[config.mk]
export PLATFORM = sky130hd
export DESIGN_NAME = afc_queue
export DESIGN_NICKNAME = d
export VERILOG_FILES = /design/src/rtl/core/afc_pkg.sv /design/src/rtl/core/afc_queue.sv
export SDC_FILE = /design/constraint.sdc
export NUM_CORES = 1
export LEC_CHECK = 0
export BUFFER_PORTS_ARGS = -buffer_cell sky130_fd_sc_hd__buf_2
export CAP_MARGIN = 20
export CORE_MARGIN = 5
export CORE_UTILIZATION = 57
export DETAILED_ROUTE_END_ITERATION = 10
export GPL_TIMING_DRIVEN = 1
export PLACE_DENSITY = 0.88
export RECOVER_POWER = 100
export SLEW_MARGIN = 10
export SYNTH_ARGS = -nofsm -noshare
export SYNTH_HDL_FRONTEND = slang
export SYNTH_SLANG_ARGS = --single-unit
[constraint.sdc]
create_clock -name clk -period 9.1 [get_ports clk]
set_input_delay 1.82 -clock clk [delete_from_list [all_inputs] [get_ports clk]]
set_output_delay 1.82 -clock clk [all_outputs]
set_load 0.005 [all_outputs]
[src/rtl/core/afc_pkg.sv]
// Package for the box frustum culling block: widths, plane layout and helpers.
// Used by every module under rtl/core; depends on nothing else.
package afc_pkg;

  localparam int unsigned DefCoordBits = 16;
  localparam int unsigned SlotBits     = 16;
  localparam int unsigned NumPlanes    = 6;
  localparam int unsigned PlaneBits    = 64;
  localparam int unsigned CfgIdxBits   = 3;
  localparam int unsigned QueueDepth   = 4;

  localparam logic [CfgIdxBits-1:0] RegLeft   = 3'd0;
  localparam logic [CfgIdxBits-1:0] RegRight  = 3'd1;
  localparam logic [CfgIdxBits-1:0] RegTop    = 3'd2;
  localparam logic [CfgIdxBits-1:0] RegBottom = 3'd3;
  localparam logic [CfgIdxBits-1:0] RegNear   = 3'd4;
  localparam logic [CfgIdxBits-1:0] RegFar    = 3'd5;

  // World centre and extents: 16 fraction bits. Products of two 16-bit
  // values fit in 32 bits; three of them plus a shifted position in 35.
  localparam int unsigned WorldBits = 35;
  // Plane terms: 35-bit world value times 16-bit normal, summed over three
  // axes with the offset and radius folded in.
  localparam int unsigned TermBits  = 51;
  localparam int unsigned DistBits  = 55;

  typedef logic signed [WorldBits-1:0] world_t;
  typedef logic signed [TermBits-1:0]  term_t;
  typedef logic signed [DistBits-1:0]  dist_t;
  typedef logic [PlaneBits-1:0]        plane_t;

endpackage

[src/rtl/core/afc_queue.sv]
// Short FIFO between the front and back ends, holding world centre and extents.
// Depends on afc_pkg. Flop based, first-word fall-through.
module afc_queue (
  input  logic            clk,
  input  logic            rst,
  input  logic            push,
  input  afc_pkg::world_t push_wc [3],
  input  afc_pkg::world_t push_we [3],
  input  logic            pop,
  output logic            not_empty,
  output logic [$clog2(afc_pkg::QueueDepth):0] level,
  output afc_pkg::world_t head_wc [3],
  output afc_pkg::world_t head_we [3]
);
  import afc_pkg::*;

  localparam int unsigned PtrBits = $clog2(QueueDepth);

  world_t            mem_wc [QueueDepth][3];
  world_t            mem_we [QueueDepth][3];
  logic [PtrBits-1:0] wr_ptr;
  logic [PtrBits-1:0] rd_ptr;
  logic [PtrBits:0]   count;

  assign not_empty = (count != '0);
  assign level     = count;
  assign head_wc   = mem_wc[rd_ptr];
  assign head_we   = mem_we[rd_ptr];

  always_ff @(posedge clk) begin
    if (rst) begin
      wr_ptr <= '0;
      rd_ptr <= '0;
      count  <= '0;
    end else begin
      if (push) wr_ptr <= wr_ptr + 1'b1;
      if (pop)  rd_ptr <= rd_ptr + 1'b1;
      count <= count + (PtrBits+1)'(push) - (PtrBits+1)'(pop);
    end
    if (push) begin
      mem_wc[wr_ptr] <= push_wc;
      mem_we[wr_ptr] <= push_we;
    end
  end

endmodule

==> flow_metrics.env <==
export IMPL_num_nets_final=1836
export IMPL_clock_tree_from_tritoncts="built"
export IMPL_synth_most_common_cell="edfxtp_1"
export IMPL_use_met3_pct=5.94
export IMPL_die_y_um=243
export IMPL_hold_violations=0
export IMPL_globalRouteTotalUtil_pct=22.1
export IMPL_asyncSetResetFlopFracSynth_pct=0
export IMPL_antenna_violations_before_repair=16
export IMPL_most_used_dff_post_synth="edfxtp_1"
export IMPL_clkSinkCount=849
export IMPL_synth_common_cells="edfxtp_1 (840), mux4_2 (210), buf_12 (22)"
export IMPL_detailroute_via_count=14100
export IMPL_slew_viol_final=601
export IMPL_worst_ep_required_time_ns=9.25
export IMPL_pwr_share_seq_pct=54.0
export IMPL_clkSlewWorstSetupHoldPaths_ns=0.06
export IMPL_run_status="complete, but fails checks"
export IMPL_grt_busiest_layer="met2"
export IMPL_core_area_mm2=0.0538
export IMPL_vdd_drop_max_uv=212
export IMPL_fmaxAchievable_ghz=0.153
export IMPL_avgViaCountPerCell=5.90
export IMPL_cts_setup_buffers=0
export IMPL_detailedRoute_firstIterationViolations=1351
export IMPL_critical_path_class="in -> reg"
export IMPL_ratio_of_cells_with_drive_above_1_in_the_final_layout_pct=21.9
export IMPL_met2_usage_pct=36.3
export IMPL_timing_worst_slew_pin_value_ns=4.62
export IMPL_cp_end_kind="register"
export IMPL_number_of_h_tree_levels=3
export IMPL_place_detailed_hpwl_um=38400
export IMPL_tritoncts_num_buffers=80
export IMPL_netlist_cell_types=21
export IMPL_timing_final_crit_share_pct=72.0
export IMPL_finalWeightedCongestion=0.782
export IMPL_crit_path_max_fanout=48
export IMPL_hold_buffers=0
export IMPL_number_of_global_route_vias_before_repair=15200
export IMPL_mappedNetlistArea_mm2=0.0310
export IMPL_critical_path_startpoint_type="input pin"
export IMPL_sequential_cell_area_mm2=0.0254
export IMPL_fp_dieArea_mm2=0.0591
export IMPL_total_wirelength_of_the_detailed_routed_design_um=65100
export IMPL_final_setup_viol_count=0
export IMPL_final_setup_tns_ns=0
export IMPL_multi_input_comb_area_mm2=0.00497
export IMPL_cts_root_buffer="clkbuf_16"
export IMPL_worst_endpoint_arrival_ns=6.70
export IMPL_final_instance_count_excl_fill=2386
export IMPL_synthesis_area_per_instance_um2=27.2
export IMPL_cellLeakagePower_nw=11.0
export IMPL_nFillCells=3416
export IMPL_p_switching_w=0.00184
export IMPL_share_clk_of_total_power_pct=37.8
export IMPL_unrepaired_setup_endpoints_after_global_routing="false"
export IMPL_grtUsageMet1_pct=29.3
export IMPL_routedWlPerCell_um=27.3
export IMPL_grt_overflow=0
export IMPL_min_path_type="reg -> reg"
export IMPL_ys_seq_area_share_pct=82.1
export IMPL_combinationalPowerShare_pct=8.2
export IMPL_post_synthesis_register_bit_count=849
export IMPL_synth_enable_flop_cells=840
export IMPL_io_buffer_count=427
export IMPL_grt_first_pass_wirelength_um=98200
export IMPL_grt_max_degree=156
export IMPL_ant_nets=0
export IMPL_number_of_instances_resized_during_post_cts_repair=0
export IMPL_maxSlewHeadroom_pct=-208
export IMPL_dp_cells=2229
export IMPL_power_density_mw_per_mm2=238
export IMPL_postSynthNetCount=1359
export IMPL_synth_top_area_cell="edfxtp_1"
export IMPL_violations_in_the_final_reports="capacitance limit, slew limit"
export IMPL_ioPinCount=428
export IMPL_drc=0
export IMPL_yosysWarnings=0
export IMPL_die_width_um=243
export IMPL_areaGrowthSynthToFinish_pct=15.0
export IMPL_worstSkewPairLatency_ns=0.61
export IMPL_post_route_min_period_ns=6.55
export IMPL_synth_top_cell_area_share_pct=81.5
export IMPL_initial_core_util_pct=57.5
export IMPL_synth_top_cells_by_area="edfxtp_1 (81%), mux4_2 (15%), buf_12 (1.4%)"
export IMPL_power_switching_fraction_pct=21.7
export IMPL_postSynthCellCount=1138
export IMPL_cell_internal_pwr_w=0.00663
export IMPL_core_rowCount=85
export IMPL_finalClockSkew_ns=0.0140
export IMPL_clockBufferDepth=3
export IMPL_drv_max_cap_violation_count=11
export IMPL_drt_pass1_iter_count=5
==> routing by layer <==
metal	vias up	wire length (um)
met2	671	33800
met5	-	89
li1	5925	-
met3	124	6060
met1	7350	23300
met4	12	1930
==> kinds of logic (layout without fill, tap and decap cells) <==
group / count (synthesis) / after routing / share of synthesized area (%)
fa+ha+maj: 7 / 7 / 0.307
xor+xnor: 3 / 3 / 0.133
other cells: 0 / 12 / 0
buf+inv: 53 / 593 / 1.92
compound gates: 2 / 2 / 0.0485
mux: 211 / 211 / 15.3
simple gates: 13 / 13 / 0.226
flops: 849 / 849 / 82.1
==> critical path, cell delays in order <==
cell and delay [ns]:
clkbuf_1 0.32, and2_0 2.22, clkbuf_1 2.30
==> state kept, by name, indices dropped and copies added (netlist names), named ones only <==
register / count
wr_ptr: 2
mem_we: 420
mem_wc: 420
rd_ptr: 2
level: 3
==> metrics by stage <==
stage	power [W]	setup slack [ns]	utilization [%]	hold slack [ns]	instance area, um2
global route	0.00879	2.24	66.2	0.597	35600
detailed placement	0.00538	4.73	62.4	0.557	33600
finish	0.00847	2.55	66.2	0.557	35600
floorplan	0.00509	1.92	-	0.492	31000
global placement	0.00534	4.61	62.4	0.528	33600
CTS	0.00858	4.19	67.1	0.564	36100
==> layout make-up <==
type                       count  share of cell area (%)
timing repair buffer         442                    5.01
sequential                   849                    71.3
tap                          696                    2.45
multi-input combinational    236                    13.9
clock buffer                  93                    5.82
clock inverter                52                    1.28
antenna                       12                  0.0843
inverter                       6                  0.0632
==> power by group through the flow <==
stage / logic, W / registers (W) / clock network [W]
floorplan: 0.000444 / 0.00464 / 0
global placement: 0.000713 / 0.00463 / 0
detailed placement: 0.000741 / 0.00464 / 0
CTS: 0.000754 / 0.00457 / 0.00326
global route: 0.000754 / 0.00458 / 0.00346
finish: 0.000698 / 0.00457 / 0.00320
==> placed cells by master (no fill, tap or decap), drive strengths merged <==
cell type    n
mux4       210
bufinv       6
clkbuf     496
mux2i        1
ha           6
xor3         1
clkinvlp     2
diode       12
nor2         5
nor2b        2
a21bo        1
clkinv      41
dfxtp        9
buf         39
xnor2        2
edfxtp     840
and2         4
inv          9
fa           1
a21oi        1
nand3b       1
or3          1
==> final timing paths <==
check,start,end,slack (ns),cells after the start
min reg2reg,rd_ptr[0],register,0.56,2
min,rd_ptr[0],register,0.56,2
max,push,mem_wc[1][45],2.55,3
max reg2reg,wr_ptr[0],mem_wc[1][45],3.58,3
No activity file was read; power rests on OpenSTA's default activity.
